$ cat src/sv/tgc_pkg.sv
// ---------------------------------------------------------------------------
// tgc_pkg
// Shared types and constants of the touch gesture classifier.
// ---------------------------------------------------------------------------
package tgc_pkg;

   localparam int unsigned SLOTS_DEFAULT = 16;

   localparam logic [2:0] REQ_DOWN   = 3'd0;
   localparam logic [2:0] REQ_MOVE   = 3'd1;
   localparam logic [2:0] REQ_UP     = 3'd2;
   localparam logic [2:0] REQ_CANCEL = 3'd3;
   localparam logic [2:0] REQ_TICK   = 3'd4;

   localparam logic [2:0] KIND_FREE    = 3'd0;
   localparam logic [2:0] KIND_UNCLEAR = 3'd1;
   localparam logic [2:0] KIND_TAP     = 3'd2;
   localparam logic [2:0] KIND_MOTION  = 3'd3;
   localparam logic [2:0] KIND_DOUBLE  = 3'd4;

   localparam logic [2:0] EV_TAP_DOWN   = 3'd0;
   localparam logic [2:0] EV_TAP_UP     = 3'd1;
   localparam logic [2:0] EV_DRAG       = 3'd2;
   localparam logic [2:0] EV_MOTION     = 3'd3;
   localparam logic [2:0] EV_MOTION_END = 3'd4;
   localparam logic [2:0] EV_DOUBLE     = 3'd5;
   localparam logic [2:0] EV_DROP       = 3'd6;

   localparam logic [1:0] CSR_TAP_TIME  = 2'd0;
   localparam logic [1:0] CSR_DTAP_GAP  = 2'd1;
   localparam logic [1:0] CSR_MAX_SPEED = 2'd2;
   localparam logic [1:0] CSR_IDLE_MOT  = 2'd3;

   typedef struct packed {
      logic [2:0]  req_type;
      logic [15:0] touch_id;
      logic [11:0] pos_x;
      logic [11:0] pos_y;
      logic [15:0] time_delta;
   } req_type_type;

   typedef struct packed {
      logic [2:0]  event_kind;
      logic [15:0] event_id;
      logic [11:0] from_x;
      logic [11:0] from_y;
      logic [11:0] to_x;
      logic [11:0] to_y;
      logic        last_result;
   } rsp_type_type;

   typedef struct packed {
      logic [2:0]  kind;
      logic [15:0] id;
      logic [11:0] x;
      logic [11:0] y;
      logic [15:0] elapsed;
   } slot_type;

endpackage

$ cat src/sv/tgc_slot_mem.sv
// ---------------------------------------------------------------------------
// tgc_slot_mem
// Slot table: one write port, one registered read port.
// ---------------------------------------------------------------------------
module tgc_slot_mem
   import tgc_pkg::*;
#(
   parameter int unsigned SLOTS = SLOTS_DEFAULT,
   localparam int unsigned AW = (SLOTS > 1) ? $clog2(SLOTS) : 1
) (
   input  logic           clock,
   input  logic           wr_en,
   input  logic [AW-1:0]  wr_addr,
   input  slot_type       wr_data,
   input  logic [AW-1:0]  rd_addr,
   output slot_type       rd_data
);

   slot_type mem_ff [SLOTS];

   always_ff @(posedge clock) begin
      if (wr_en) begin
         mem_ff[wr_addr] <= wr_data;
      end
      rd_data <= mem_ff[rd_addr];
   end

endmodule

$ cat config.mk
export PLATFORM = sky130hd
export DESIGN_NAME = tgc_slot_mem
export DESIGN_NICKNAME = d
export VERILOG_FILES = /design/src/sv/tgc_pkg.sv /design/src/sv/tgc_slot_mem.sv
export SDC_FILE = /design/constraint.sdc
export NUM_CORES = 1
export LEC_CHECK = 0
export BUFFER_PORTS_ARGS = -buffer_cell sky130_fd_sc_hd__buf_2
export CORE_MARGIN = 2
export CORE_UTILIZATION = 29
export DETAILED_ROUTE_END_ITERATION = 10
export GPL_ROUTABILITY_DRIVEN = 0
export PLACE_DENSITY = 0.47
export SETUP_SLACK_MARGIN = 0.4
export SYNTH_ARGS = -nofsm -noshare
export SYNTH_HDL_FRONTEND = slang
export SYNTH_SLANG_ARGS = --single-unit
export TNS_END_PERCENT = 50
$ cat constraint.sdc
create_clock -name clock -period 10.15 [get_ports clock]
set_input_delay 0.5075 -clock clock [delete_from_list [all_inputs] [get_ports clock]]
set_output_delay 0.5075 -clock clock [all_outputs]
set_load 0.01 [all_outputs]
Word level (Yosys, flattened, before mapping)
Memories as Yosys holds them, arrays and structs flattened. A register that Yosys moved wholly into a read port is not among the register bits.
Cells that the tools add are included.
Widths: inputs -> output; s select.
- multiplexer cells: 2
- operators by type and width (cell ; number):
    $mux 1 ; 2
- output and inout port bits: 59
- logic and storage cells: 3
- RAM bits: 944
- input port bits: 69
- memories kept: 1
- bits in registers: 0
- memory list (name ; words ; bits a word ; read ports ; clocked after memory_dff ; wr ports ; RTL line ; source):
    mem_ff ; 16 ; 59 ; 1 ; 1 ; 1 ; tgc_slot_mem.sv:19 ; slot_type mem_ff [SLOTS];

Depth between registers and ports, before layout
- depth in word-level cells: 2
- gate-level depth with buffers: 6
- gate-level depth less buffers: 3

Least setup slack after synthesis
OpenSTA, ideal clock, no wires.
- kind: input port to flip-flop
- from: in wr_addr[2]
- to: mem mem_ff[0][0] in the netlist's numbering (enable)
- stages on the path: 2
- data arrival time: 5.036 ns
- buffers on the path: 0
- data required time: 9.601 ns
- setup slack: 4.565 ns
- library setup time: 0.549 ns
- cell sequence: or3b_2 -> nor3_1
- RTL lines (item ; RTL line ; source):
    start: declaration ; tgc_slot_mem.sv:13 ; input logic [AW-1:0] wr_addr,
    end: declaration ; tgc_slot_mem.sv:19 ;
Straight into the memory's write port.

==> metrics.cfg <==
[finish]
layout.area.seq_um2 = 29500
nets = 1778
area_delta_synth_final_pct = 17.0
drive_gt1_frac = 0.320
finalInstanceArea_um2 = 42700
multi_input_area_um2 = 6690
final_cells = 3455
final_util = 0.341
fillCellCount = 11660

[synth]
synth-seq-area-share = 0.810
synth_top_area_frac = 0.778
ys_top_cells_by_area = edfxtp_1 78%, mux4_2 15%, dfxtp_1 3.2%, a22oi_1 2.4%, nand2_1 0.62%
synth_cell_types = 17
synthTopCellsByCount = 944 x edfxtp_1, 236 x mux4_2, 118 x a22oi_1
yosysTopAreaCell = edfxtp_1
synth_most_common_cell = edfxtp_1
synthesis.instances = 1522
avgSynthCellArea_um2 = 24.0
synth-edff-count = 944
ys_ff_latch = 1003
syn_area_um2 = 36500
syn_nets = 1591
synth-main-ff-cell = edfxtp_1
ys_async_sr_fraction = 0
ys_warn_count = 0

[clocking]
cts_tree = done
numClockSinks = 1003
clkSlewWorstSetupHoldPaths_ns = 0.06
clockRootBuffer = clkbuf_16
post_cts_buffers = 0
clock_latency_ns = 0.66
post_cts_resized = 0
postCtsHoldBufs = 0
clock_path_buffers = 3
cts-buffers-inserted = 105
h-tree-depth = 3

[sta]
setup_viol = 0
whs_ns = 0.220
setup_slack_ns = 7.04
skew_ns = 0.0224
worstMarginPinSlew_ns = 1.25
rsz0062_at_grt = no
drv_slew = 0
max_freq_mhz = 322
hold_viol_final = 0
fin_crit_sh = 0.306
post-route-min-period_ns = 3.11
fin_tns_setup_ns = 0
max-slew-margin-rel = 0.167

[floorplanning]
die_area_um2 = 129000
ios = 128
fp.dieH_um = 359
core_um2 = 125000
rows = 130
initial_utilization = 0.291
dieWidth_um = 359

[worst_setup_path]
cp_slowest_cell = buf_4
required_ns = 10.68
path_class = input port to flip-flop
reg2reg_setup_slack_ns = 8.76
critical_path.startpoint = rd_addr[0]
path_cells = buf_8 -> buf_12 -> buf_4 -> mux4_2 -> a22oi_1 -> nand2_1
arrival_ns = 3.64
path_max_fanout = 109
timing.rr.start = mem_ff[15][56]
crit_path_start_kind = input port
path_buf_inv = 3
endpoint_kind = flip-flop
slowest_delay_ns = 0.77
cp_top_family = buffers and inverters

[run_status]
status = finished, final reports clean

[power]
p_leak_nw = 13.5
p_total_mw = 8.87
pwr_density_cell_nw_per_um2 = 208
peakVddDrop_v = 0.000140

[grt]
first_global_vias = 17576
antenna_found_initial = 20
grt_max_degree = 127
grt_use_total = 0.143
grt_overflow = 0
grt_pass1_wl_um = 131000

[min_path]
hold_class = input port to flip-flop
hp-start = wr_data[44]

[routing]
drc = 0
vias_per_cell = 4.82
postRouteWirelength_um = 91800
wl_per_cell_um = 26.6
drt_iter0_markers = 1538
ant_nets = 0
dr.pass1.iters = 5
route.vias.total = 16656

[place]
dp.cells = 3252
dpl.hpwl_um = 44900
port_buffers = 127
dpl_cell_area_um2 = 39200
pre_cts_slack_ns = 6.19

[flow_run]
maxCapViolCount = 0

==> worst paths after layout <==
kind,end,cells past startpoint
worst min register to register,rd_data[38],3
worst max-delay path,rd_data[40],6
worst min-delay path,mem_ff[3][44],1
worst max register to register,rd_data[56],3
==> state kept, by name, summed over array words and instances, names as in the netlist <==
name     count
mem_ff     944
rd_data     59
==> metal layers <==
layer / up-vias / track usage / part of all wire
li1: 6911 / - / -
met4: 14 / 0.0343 / 0.020
met3: 138 / 0.0317 / 0.060
met1: 9128 / 0.202 / 0.45
met5: - / 0 / 0.00090
met2: 465 / 0.226 / 0.47
==> placed cells by master, fill, tap and decap left out <==
cell type	Yosys	routed
nand2_1	60	60
nand3b_1	2	2
clkinv_8	0	1
clkbuf_16	0	106
and2_4	0	1
inv_16	0	2
buf_12	0	2
clkinv_1	0	23
or3b_2	1	1
clkbuf_1	43	16
diode_2	0	4
clkbuf_8	0	6
a22oi_1	118	118
buf_2	29	125
dfxtp_1	59	59
nand3_1	1	1
inv_6	0	2
nor3_2	0	4
mux4_2	236	236
bufinv_16	0	10
buf_8	0	2
edfxtp_1	944	944
buf_4	0	30
clkinv_2	0	27
clkinvlp_4	0	5
nand2b_1	2	2
nor2b_4	0	2
nor2_4	0	13
clkinv_4	0	1
==> kinds of logic (layout without fill, tap and decap cells) <==
kind of cell    after synthesis  in the layout  share of synthesized area
compound gates              118            118                     0.0243
buf+inv                      79            358                     0.0102
flops                      1003           1003                      0.810
mux                         236            236                      0.146
other cells                   0              4                          0
simple gates                 86             86                    0.00971
==> area by class of cell <==
class | count | area share
diodes | 4 | 0.000235
clock buffers | 128 | 0.0655
clock inverters | 71 | 0.0150
repair buffers | 159 | 0.0216
multi-input cells | 440 | 0.157
flip-flops and latches | 1003 | 0.692
well taps | 1650 | 0.0484
==> report_power, final <==
part	leakage (nW)	switching, mW	total (mW)	internal (mW)
logic	2.74	0.250	0.410	0.160
registers	9.02	0.0356	4.67	4.63
clock network	1.69	1.58	3.80	2.22
(Power assumes the default switching activity.)
